==> src/lrp_pkg.sv <==
`default_nettype none
// ---------------------------------------------------------------------------
// lrp_pkg: shared definitions for the reply line parser
// Character codes, field sizing, sector geometry and the result record.
// ---------------------------------------------------------------------------
package lrp_pkg;

    localparam int FIELD_BUFFER_BYTES = 16;
    localparam int SECTOR_COUNT       = 8;
    localparam int SECTOR_WIDTH_DEG   = 45;

    localparam int CHAR_W  = 8;
    localparam int VALUE_W = 24;
    localparam int LEN_W   = $clog2(FIELD_BUFFER_BYTES);
    localparam int IDX_W   = 3;

    localparam logic [VALUE_W-1:0] VALUE_MAX = {VALUE_W{1'b1}};

    localparam logic [CHAR_W-1:0] CH_CR    = 8'h0D;
    localparam logic [CHAR_W-1:0] CH_LF    = 8'h0A;
    localparam logic [CHAR_W-1:0] CH_HASH  = 8'h23;
    localparam logic [CHAR_W-1:0] CH_QUERY = 8'h3F;
    localparam logic [CHAR_W-1:0] CH_SPACE = 8'h20;
    localparam logic [CHAR_W-1:0] CH_COMMA = 8'h2C;
    localparam logic [CHAR_W-1:0] CH_POINT = 8'h2E;
    localparam logic [CHAR_W-1:0] CH_ZERO  = 8'h30;
    localparam logic [CHAR_W-1:0] CH_NINE  = 8'h39;

    typedef struct packed {
        logic [VALUE_W-1:0] first_value;
        logic [VALUE_W-1:0] second_value;
        logic               second_present;
        logic [IDX_W-1:0]   sector_index;
        logic               sector_valid;
    } t_result;

endpackage
`default_nettype wire

==> src/lidar_reply_line_parser.sv <==
`default_nettype none
// A result is registered at the edge accepting its line end, in output or skid.
// One character per cycle unless stalled; parser state updates at each accept.
// A result waiting on the output spills into a one-deep skid register, and the
// input stalls only while that skid register is occupied.
// Reset (synchronous, active low) clears the line state and both output valids.
// ---------------------------------------------------------------------------
// lidar_reply_line_parser: reply line splitter with value and sector output
// Splits lines into two fields; one transaction per line with a first field.
// ---------------------------------------------------------------------------
module lidar_reply_line_parser (
    input  wire logic                            i_clk,
    input  wire logic                            i_rst_n,
    input  wire logic                            i_in_valid,
    output logic                                 o_in_stall,
    input  wire logic [lrp_pkg::CHAR_W-1:0]      i_rx_char,
    output logic                                 o_out_valid,
    input  wire logic                            i_out_stall,
    output logic [lrp_pkg::VALUE_W-1:0]          o_first_value,
    output logic [lrp_pkg::VALUE_W-1:0]          o_second_value,
    output logic                                 o_second_present,
    output logic [lrp_pkg::IDX_W-1:0]            o_sector_index,
    output logic                                 o_sector_valid
);

    logic             r_out_valid, r_skid_valid;
    lrp_pkg::t_result r_out, r_skid, res;
    logic             res_valid, accept, out_free;

    assign o_in_stall = r_skid_valid;
    assign accept     = i_in_valid && !r_skid_valid;
    assign out_free   = !r_out_valid || !i_out_stall;

    lrp_parser u_parser (
        .i_clk          (i_clk),
        .i_rst_n        (i_rst_n),
        .i_char_accept  (accept),
        .i_rx_char      (i_rx_char),
        .o_result       (res),
        .o_result_valid (res_valid)
    );

    always_ff @(posedge i_clk) begin
        if (!i_rst_n) begin
            r_out_valid  <= 1'b0;
            r_skid_valid <= 1'b0;
        end else if (out_free) begin
            r_out_valid  <= r_skid_valid || res_valid;
            r_skid_valid <= 1'b0;
        end else if (res_valid) begin
            r_skid_valid <= 1'b1;
        end
    end

    always_ff @(posedge i_clk) begin
        if (out_free) begin
            r_out <= r_skid_valid ? r_skid : res;
        end else if (res_valid) begin
            r_skid <= res;
        end
    end

    assign o_out_valid      = r_out_valid;
    assign o_first_value    = r_out.first_value;
    assign o_second_value   = r_out.second_value;
    assign o_second_present = r_out.second_present;
    assign o_sector_index   = r_out.sector_index;
    assign o_sector_valid   = r_out.sector_valid;

endmodule
`default_nettype wire

==> src/lrp_parser.sv <==
`default_nettype none
// ---------------------------------------------------------------------------
// lrp_parser: per-character line state and field conversion
// Holds the line state and both field accumulators; gives the result of a
// line end combinationally in the cycle the character is accepted.
// ---------------------------------------------------------------------------
module lrp_parser (
    input  wire logic                          i_clk,
    input  wire logic                          i_rst_n,
    input  wire logic                          i_char_accept,
    input  wire logic [lrp_pkg::CHAR_W-1:0]    i_rx_char,
    output lrp_pkg::t_result                   o_result,
    output logic                               o_result_valid
);

    localparam int SUM_W    = lrp_pkg::VALUE_W + 4;
    localparam int ANGLE_W  = 16;
    localparam int CNT_W    = 6;
    localparam logic [ANGLE_W-1:0] AngleMax   = ANGLE_W'(36000);
    localparam logic [ANGLE_W-1:0] HalfSector = ANGLE_W'(lrp_pkg::SECTOR_WIDTH_DEG * 50);
    localparam int                 SectorSpan = lrp_pkg::SECTOR_WIDTH_DEG * 100;
    localparam logic [lrp_pkg::LEN_W-1:0] LenLimit =
        lrp_pkg::LEN_W'(lrp_pkg::FIELD_BUFFER_BYTES - 1);

    logic                          r_skip, n_skip;
    logic                          r_await, n_await;
    logic                          r_sel, n_sel;
    logic [lrp_pkg::LEN_W-1:0]     r_len  [2];
    logic [lrp_pkg::LEN_W-1:0]     n_len  [2];
    logic [lrp_pkg::VALUE_W-1:0]   r_acc  [2];
    logic [lrp_pkg::VALUE_W-1:0]   n_acc  [2];
    logic [1:0]                    r_pts  [2];
    logic [1:0]                    n_pts  [2];
    logic [1:0]                    r_frac [2];
    logic [1:0]                    n_frac [2];

    logic                          is_eol, is_digit;
    logic [3:0]                    digit;
    logic [SUM_W-1:0]              int_sum, frac_sum;
    logic [lrp_pkg::LEN_W-1:0]     len_inc;
    logic [ANGLE_W-1:0]            angle, adj;
    logic [CNT_W-1:0]              sec_cnt;

    assign is_eol   = (i_rx_char == lrp_pkg::CH_CR) || (i_rx_char == lrp_pkg::CH_LF);
    assign is_digit = (i_rx_char >= lrp_pkg::CH_ZERO) && (i_rx_char <= lrp_pkg::CH_NINE);
    assign digit    = 4'(i_rx_char - lrp_pkg::CH_ZERO);
    assign len_inc  = r_len[r_sel] + 1'b1;

    // integer digit shifts the value up; fraction digits land in tenths then hundredths
    assign int_sum  = {4'd0, r_acc[r_sel]} * SUM_W'(10) + SUM_W'(digit) * SUM_W'(100);
    assign frac_sum = {4'd0, r_acc[r_sel]}
                    + ((r_frac[r_sel] == 2'd0) ? SUM_W'(digit) * SUM_W'(10) : SUM_W'(digit));

    // sector: count of boundaries passed, valid up to 36000 and below the last boundary
    assign angle = r_acc[0][ANGLE_W-1:0];
    always_comb begin
        logic [ANGLE_W-1:0] raised;
        raised = angle + HalfSector;
        adj    = (raised > AngleMax) ? raised - AngleMax : raised;
        sec_cnt = '0;
        for (int k = 1; k < lrp_pkg::SECTOR_COUNT; k++) begin
            if (32'(adj) >= 32'(k * SectorSpan)) begin
                sec_cnt = sec_cnt + 1'b1;
            end
        end
    end

    always_comb begin
        logic in_range;
        in_range = (r_acc[0] <= lrp_pkg::VALUE_W'(36000))
                && (32'(adj) < 32'(lrp_pkg::SECTOR_COUNT * SectorSpan));
        o_result.first_value    = r_acc[0];
        o_result.second_present = r_sel && (r_len[1] != '0);
        o_result.second_value   = o_result.second_present ? r_acc[1] : '0;
        o_result.sector_valid   = in_range;
        o_result.sector_index   = in_range ? sec_cnt[lrp_pkg::IDX_W-1:0] : '0;
        o_result_valid          = i_char_accept && is_eol && (r_len[0] != '0);
    end

    always_comb begin
        logic clear;
        clear   = 1'b0;
        n_skip  = r_skip;
        n_await = r_await;
        n_sel   = r_sel;
        n_len   = r_len;
        n_acc   = r_acc;
        n_pts   = r_pts;
        n_frac  = r_frac;
        if (i_char_accept) begin
            priority if (is_eol) begin
                clear   = 1'b1;
                n_skip  = 1'b0;
                n_await = 1'b0;
            end else if (i_rx_char == lrp_pkg::CH_HASH || r_skip) begin
                n_skip = 1'b1;
            end else if (i_rx_char == lrp_pkg::CH_QUERY) begin
                n_await = 1'b1;
            end else if (r_await) begin
                if (i_rx_char == lrp_pkg::CH_SPACE) begin
                    n_await = 1'b0;
                end
            end else if (i_rx_char == lrp_pkg::CH_COMMA) begin
                if (!r_sel && r_len[0] != '0) begin
                    n_sel = 1'b1;
                end else begin
                    clear  = 1'b1;
                    n_skip = 1'b1;
                end
            end else if (is_digit || i_rx_char == lrp_pkg::CH_POINT) begin
                if (!is_digit) begin
                    if (r_pts[r_sel] != 2'd2) begin
                        n_pts[r_sel] = r_pts[r_sel] + 1'b1;
                    end
                end else if (r_pts[r_sel] == 2'd0) begin
                    n_acc[r_sel] = (int_sum > SUM_W'(lrp_pkg::VALUE_MAX))
                                 ? lrp_pkg::VALUE_MAX : int_sum[lrp_pkg::VALUE_W-1:0];
                end else if (r_pts[r_sel] == 2'd1 && r_frac[r_sel] != 2'd2) begin
                    n_frac[r_sel] = r_frac[r_sel] + 1'b1;
                    n_acc[r_sel]  = (frac_sum > SUM_W'(lrp_pkg::VALUE_MAX))
                                  ? lrp_pkg::VALUE_MAX : frac_sum[lrp_pkg::VALUE_W-1:0];
                end
                n_len[r_sel] = len_inc;
                if (len_inc >= LenLimit) begin
                    clear  = 1'b1;
                    n_skip = 1'b1;
                end
            end
        end
        if (clear) begin
            n_sel = 1'b0;
            for (int k = 0; k < 2; k++) begin
                n_len[k]  = '0;
                n_acc[k]  = '0;
                n_pts[k]  = '0;
                n_frac[k] = '0;
            end
        end
    end

    always_ff @(posedge i_clk) begin
        if (!i_rst_n) begin
            r_skip  <= 1'b0;
            r_await <= 1'b0;
            r_sel   <= 1'b0;
            for (int k = 0; k < 2; k++) begin
                r_len[k]  <= '0;
                r_acc[k]  <= '0;
                r_pts[k]  <= '0;
                r_frac[k] <= '0;
            end
        end else begin
            r_skip  <= n_skip;
            r_await <= n_await;
            r_sel   <= n_sel;
            r_len   <= n_len;
            r_acc   <= n_acc;
            r_pts   <= n_pts;
            r_frac  <= n_frac;
        end
    end

endmodule
`default_nettype wire

==> config.mk <==
export PLATFORM = sky130hd
export DESIGN_NAME = lidar_reply_line_parser
export DESIGN_NICKNAME = d
export VERILOG_FILES = /design/src/lrp_pkg.sv /design/src/lidar_reply_line_parser.sv /design/src/lrp_parser.sv
export SDC_FILE = /design/constraint.sdc
export NUM_CORES = 1
export LEC_CHECK = 0
export BUFFER_PORTS_ARGS = -buffer_cell sky130_fd_sc_hd__buf_2
export CORE_AREA = 2 2 151 190
export DETAILED_ROUTE_END_ITERATION = 8
export DIE_AREA = 0 0 153 192
export GPL_ROUTABILITY_DRIVEN = 1
export PLACE_DENSITY = 0.73
export SLEW_MARGIN = 15
export SYNTH_ARGS = -nofsm -noshare
export SYNTH_HDL_FRONTEND = slang
export SYNTH_SLANG_ARGS = --single-unit
==> constraint.sdc <==
create_clock -name i_clk -period 19.7 [get_ports i_clk]
set_clock_uncertainty 0.2 [all_clocks]
set_input_delay 1.97 -clock i_clk [delete_from_list [all_inputs] [get_ports i_clk]]
set_output_delay 1.97 -clock i_clk [all_outputs]
set_load 0.03 [all_outputs]
# Word-level counts from Yosys, hierarchy flattened
# Index checks and enable logic that the tools add are counted.
dict set report classes {
  n_bitwise 10
  order_cmp 17
  n_reduce_logical 35
  n_mul 3
  muxes 61
  eq_ne 14
  n_addsub 14
}
# cell count
set ops {}
lappend ops {{24-bit two-way mux} 7}
lappend ops {{48-bit bitwise mux} 2}
lappend ops {{48-bit two-way mux} 2}
lappend ops {{16-bit by 15-bit >= comparator with 1-bit output, second input constant} 4}
lappend ops {{28-bit by 24-bit greater-than comparator with 1-bit output, second input constant} 2}
lappend ops {{53-bit two-way mux} 1}
lappend ops {{8-bit by 6-bit equality test with 1-bit output, second input constant} 5}
lappend ops {{16-bit by 14-bit >= comparator with 1-bit output, second input constant} 2}
lappend ops {{24-bit by 28-bit adder with 28-bit output} 1}
lappend ops {{28-bit by 11-bit adder with 28-bit output} 1}
lappend ops {{24-bit by 3-bit multiplier with 27-bit output, second input constant} 1}
lappend ops {{24-bit demux with 1-bit select} 1}
lappend ops {{24-bit by 16-bit less-or-equal comparator with 1-bit output, second input constant} 1}
lappend ops {{1-bit two-way mux} 23}
lappend ops {{3-bit two-way mux} 6}
lappend ops {{9-bit AND reduction} 2}
lappend ops {{16-bit by 12-bit adder with 16-bit output, second input constant} 1}
lappend ops {{8-bit by 4-bit equality test with 1-bit output, second input constant} 2}
lappend ops {{16-bit by 13-bit >= comparator with 1-bit output, second input constant} 1}
lappend ops {{16-bit greater-than comparator, second input constant} 1}
lappend ops {{16-bit < comparator, second input constant} 1}
lappend ops {{16-bit two-way mux} 1}
lappend ops {{2-bit two-way mux} 8}
lappend ops {{4-bit two-way mux} 4}
lappend ops {{38 further kinds} 74}
dict set report totals {
  regBits 175
  wordCells 177
  input_bits 12
  output_inout_bits 55
}

# Depth between registers and ports, before layout
dict set report logic_depth {
  depth_word 19
  ltp_mapped 28
  depth_no_buf 28
}

# Modules after synthesis
# Synthesis repeated with hierarchy kept, for this count alone.
dict set report unflattened {
  hier_cells 1313
  hier_area_um2 12824.8
}
# module n_inst area_each_um2 cells_each seq_area_each_um2
set modules_own_cells {}
lappend modules_own_cells {lrp_parser 1 8670.8 1140 1341.3}
lappend modules_own_cells {lidar_reply_line_parser 1 4154.0 173 3223.1}

# Worst setup path after synthesis
# Ideal clock, no wire load.
dict set report synth_path {
  path_type {input -> register}
  from {in i_out_stall}
  to {reg r_skid[0] (netlist bit) (enable)}
  setup_ns 0.529
  t_required_ns 18.971
  t_arrival_ns 6.930
  path_slack_ns 12.041
  path_stages 2
  n_path_buf 0
  path_cell_list {nand2_1 -> nor3_1}
}
dict set report synth_via {
  elab_chain_cells 4
}
# item line_no
set synth_lines {}
lappend synth_lines {{from (decl)} lidar_reply_line_parser.sv:18} ;# input wire logic i_out_stall,
lappend synth_lines {{1-bit zero test} lidar_reply_line_parser.sv:32} ;# assign out_free = !r_out_valid || !i_out_stall;
lappend synth_lines {{1-bit logical OR} lidar_reply_line_parser.sv:32}
lappend synth_lines {{1-bit NOT (no line)} -}
lappend synth_lines {{2-bit AND reduction (no line)} -}
lappend synth_lines {{to (signal assigned)} lidar_reply_line_parser.sv:59} ;# r_skid <= res;
lappend synth_lines {{to (decl)} lidar_reply_line_parser.sv:27} ;# lrp_pkg::t_result r_out, r_skid, res;
# Every way passes these cells.
# A chain may end at the register's enable or synchronous reset.

# Worst setup path after layout
dict set report layout_path {
  from {reg u_parser.r_acc (netlist bit u_parser.o_result[30])}
  to {reg r_out (netlist bit o_sector_index[2]), data pin}
}
dict set report layout_via {
  elab_chain_cells 19
  word_cells_on_any_way 29
  cone_classes {8 x add/sub; 10 x order compare; 10 x mux; 1 x reduce/logical}
}
# item line_no
set layout_lines {}
lappend layout_lines {{from (decl)} lrp_parser.sv:30} ;# logic [lrp_pkg::VALUE_W-1:0] r_acc [2];
lappend layout_lines {{from (signal assigned)} lrp_parser.sv:157} ;# r_acc <= n_acc;
lappend layout_lines {{16-bit by 12-bit adder with 16-bit output} lrp_parser.sv:58} ;# raised = angle + HalfSector;
lappend layout_lines {{16-bit subtractor or 16-bit greater-than comparator (tied branches)} lrp_parser.sv:59} ;# adj = (raised > AngleMax) ? raised - AngleMax : raised;
lappend layout_lines {{16-bit two-way mux} lrp_parser.sv:59}
lappend layout_lines {{16-bit by 13-bit >= comparator with 1-bit output} lrp_parser.sv:62} ;# if (32'(adj) >= 32'(k * SectorSpan)) begin
lappend layout_lines {{1-bit two-way mux} lrp_parser.sv:62}
lappend layout_lines {{1-bit by 1-bit adder with 2-bit output} lrp_parser.sv:63} ;# sec_cnt = sec_cnt + 1'b1;
lappend layout_lines {{2-bit two-way mux} lrp_parser.sv:62}
lappend layout_lines {{2-bit by 1-bit adder with 3-bit output} lrp_parser.sv:63}
lappend layout_lines {{[... 3 more ...]} -}
lappend layout_lines {{3-bit by 1-bit adder with 3-bit output} lrp_parser.sv:63}
lappend layout_lines {{3-bit two-way mux} lrp_parser.sv:62}
lappend layout_lines {{3-bit by 1-bit adder with 3-bit output} lrp_parser.sv:63}
lappend layout_lines {{3-bit two-way mux} lrp_parser.sv:62}
lappend layout_lines {{3-bit by 1-bit adder with 3-bit output} lrp_parser.sv:63}
lappend layout_lines {{3-bit two-way mux} lrp_parser.sv:62}
lappend layout_lines {{3-bit two-way mux *} lrp_parser.sv:76} ;# o_result.sector_index = in_range ? sec_cnt[lrp_pkg::IDX_W-1:0] : '0;
lappend layout_lines {{53-bit two-way mux *} lidar_reply_line_parser.sv:57} ;# r_out <= r_skid_valid ? r_skid : res;
lappend layout_lines {{to (signal assigned)} lidar_reply_line_parser.sv:57}
lappend layout_lines {{to (decl)} lidar_reply_line_parser.sv:27}
# Mark *: on every way between the ends. The rest lies on a longest branch, timed or not.

==> flow_metrics.py <==
metrics = {
    "yosys": {
        "yosysWarnings": 0,
        "synth_edf_count": 106,
        "synth.distinct_cells": 95,
        "synthArstFlopShare_pct": 0,
        "avgSynthCellArea_um2": 9.60,
        "synth-seq-cells": 175,
        "netlist.top_cell.by_area": "edfxtp_1",
        "ys_top_cells_by_area": "edfxtp_1 26%, dfxtp_1 11%, ha_1 9.9%",
        "syn-cell-area_um2": 12300,
        "ys_seq_area_share_pct": 37.2,
        "synth_ff_type": "edfxtp_1",
        "syn_inst": 1278,
        "syn_nets": 1392,
        "synth_top_area_share_pct": 25.9,
    },
    "worst_setup_path": {
        "timing.rr.start": "u_parser.o_result[30]$_SDFFE_PP0P_",
        "endpoint": "o_sector_index[2]$_DFFE_PP_",
        "crit_start": "u_parser.o_result[30]$_SDFFE_PP0P_",
        "reg2reg_to": "o_sector_index[2]$_DFFE_PP_",
        "path_class": "reg2reg",
        "end_kind": "flop",
        "cp.arrival_ns": 7.50,
        "path_max_fanout": 10,
        "r2r_cells": 24,
        "reg2reg_slack_ns": 12.27,
        "start_kind": "flop",
        "cp.required_ns": 19.78,
    },
    "finish": {
        "multi_input_area_um2": 7330,
        "antennaDiodeCount": 0,
        "regArea_um2": 4570,
        "nNetsFinal": 1446,
        "fin_cells": 1695,
        "syn_to_final_growth_pct": 10.7,
        "drive_above_1_share_pct": 16.4,
        "utilization_pct": 49.4,
        "fillers": 2484,
    },
    "timing": {
        "finalSetupTns_ns": 0,
        "hold_violations": 0,
        "finalMaxSlewViolations": 0,
        "holdWs_ns": 0.276,
        "rsz0062_at_grt": "false",
        "worst_pin_slew_ns": 1.15,
        "setup_viol": 0,
        "timing.fmax_ghz": 0.135,
        "min_period_over_period_pct": 37.7,
        "slew_headroom_pct": 23.0,
        "min_period_ns": 7.43,
    },
    "power_and_ir_drop": {
        "p_comb_share_pct": 4.2,
        "power_frac_clock_pct": 45.3,
        "seqPwrFrac_pct": 50.5,
        "p_int_mw": 0.586,
        "power.switching_mw": 0.174,
        "p_leak_nw": 5.87,
        "total_power_mw": 0.760,
        "swShare_pct": 22.8,
        "p_per_area_nw_per_um2": 55.9,
        "ir_drop_v": 0.0000514,
    },
    "grt": {
        "grt_first_pass_wirelength_um": 50800,
        "overflow": 0,
        "track_usage_pct": 21.5,
        "grt_pass1_vias": 9528,
        "antenna_found_initial": 0,
        "grt_max_degree": 57,
    },
    "hold_path": {
        "hp-class": "reg2reg",
        "hp-start": "u_parser.r_acc[0]$_SDFFE_PP0P_",
    },
    "cts": {
        "holdBufCountCts": 0,
        "cts_root_buffer": "clkbuf_16",
        "insertion_delay_ns": 0.45,
        "clk_pin_slew_ns": 0.07,
        "cts.sinks": 175,
        "numCtsBuffers": 17,
        "cts.htree.levels": 4,
        "cts_tree": "done",
        "cts-resized-gates": 0,
        "max-clock-path-buffers": 2,
        "postCtsSetupBuffers": 0,
    },
    "die": {
        "die_h_um": 192,
        "coreArea_um2": 27500,
        "rows": 68,
        "die_area_um2": 29400,
        "boundaryPins": 67,
        "start_util_pct": 44.7,
        "die_w_um": 153,
    },
    "route": {
        "totalWireLength_um": 31500,
        "drt_iter0_drc": 697,
        "wl_per_cell_um": 18.6,
        "viasPerCell": 5.84,
        "antenna_left": 0,
        "drt_pass1_iterations": 5,
        "vias": 9901,
        "drc": 0,
    },
    "outcome": {
        "status": "complete, no violations",
    },
    "place": {
        "dp_hpwl_um": 23900,
        "place_congestion": 0.980,
        "place_inst": 1663,
        "portBuffers": 66,
    },
    "flow_run": {
        "cap_violations": 0,
    },
}
==> cell usage after synthesis, types with 17 or more instances <==
master and n:
nand2_1 152, edfxtp_1 106, ha_1 97, o21ai_0 81, nor2_1 79, dfxtp_1 69, mux2_2 62, xnor2_1 57
inv_1 55, a21oi_1 49, and2_1 35, nor3_1 35, clkbuf_1 27, o31ai_1 26, mux2i_1 24, nand3_1 24
xor2_1 24, a21o_1 17
==> cells in the final DEF (no fill, tap or decap), drive strengths merged, types with 9 or more instances in the layout <==
master     n
a31oi     11
nor2b     16
nor2      81
o31ai     28
nand4     11
mux2i     24
dfxtp     69
o21ai     84
a21oi     51
nand2b    10
nand3     24
nor4      12
xor2      25
nand2    152
buf       79
edfxtp   106
a21o      18
or2        9
inv       66
nor3      36
and2      35
a2111oi   10
a211oi    11
xnor2     60
ha        97
and3      16
mux2      62
clkbuf    20
==> sequential cells by signal, summed over array words and instances, names as in the netlist, 4 cells and up <==
register	count
r_skid	53
o_first_value	24
u_parser.r_pts	4
o_second_value	24
u_parser.r_len	8
u_parser.o_result	24
u_parser.r_acc	24
u_parser.r_frac	4
==> power groups by stage <==
stage	combinational [mW]	sequential, mW	clock (mW)
finish	0.0317	0.384	0.344
global route	0.0354	0.383	0.363
CTS	0.0316	0.384	0.348
detailed placement	0.0314	0.392	0
global placement	0.0306	0.392	0
floorplan	0.0209	0.392	0
==> routing by layer <==
metal | GRT usage (%) | vias to the layer above | wire (um)
met1 | 27.1 | 4706 | 13500
met2 | 37.9 | 322 | 15500
li1 | - | 4813 | -
met4 | 7.87 | 0 | 836
met5 | 0 | - | 0
met3 | 2.78 | 60 | 1600
==> worst max-delay path: stages (launching register included) <==
cell and delay [ns]:
dfxtp_1 0.51, ha_1 0.36, o211ai_2 0.21, a2111oi_1 0.47
o31ai_2 0.18, a221oi_2 0.55, o21ai_0 0.26, xnor2_1 0.42
o211ai_1 0.14, and4_1 0.22, o21ai_0 0.29, inv_1 0.09
ha_1 0.32, inv_1 0.08, xnor2_1 0.32, ha_1 0.36
xnor2_1 0.21, mux2i_1 0.29, a21boi_0 0.30, ha_1 0.30
mux2_2 0.27, ha_1 0.19, o21ai_0 0.07, xnor3_1 0.45
o31ai_2 0.19
==> how the worst min path moves through the flow <==
stage	end	slack, ns	cells past startpoint
2_1_floorplan	r_skid[39]$_DFFE_PP_	0.20	0
3_3_place_gp	u_parser.r_acc[19]$_SDFFE_PP0P_	0.26	2
3_5_place_dp	u_parser.r_acc[0]$_SDFFE_PP0P_	0.26	2
4_1_cts	u_parser.r_acc[0]$_SDFFE_PP0P_	0.27	2
5_1_grt	u_parser.r_acc[0]$_SDFFE_PP0P_	0.31	2
6_report	u_parser.r_acc[0]$_SDFFE_PP0P_	0.28	2
==> through the flow <==
stage	setup slack, ns	area [um^2]
2_1_floorplan	12.04	12300
3_5_place_dp	12.29	13000
3_3_place_gp	12.55	13000
5_1_grt	11.54	13600
4_1_cts	12.27	13600
6_report	12.27	13600
==> area by class of cell <==
class	count	area share, %
Sequential cell	175	33.6
Clock inverter	12	1.02
Clock buffer	20	3.45
Timing Repair Buffer	79	3.15
Inverter	58	1.60
Tap cell	350	3.22
Multi-Input combinational cell	1001	53.9
==> logic make-up (layout without fill, tap and decap cells) <==
logic type / count (synthesis) / in the layout / synth area share, %
and+or+nand+nor: 427 / 427 / 16.9
AOI/OAI and AO/OA: 299 / 299 / 17.4
DFF: 175 / 175 / 37.2
adders and majority gates: 102 / 102 / 10.7
buffers and inverters: 102 / 169 / 3.44
xor gates and xnor gates: 87 / 87 / 6.68
muxes: 86 / 86 / 7.65
Power figures use the tool's default switching activity.
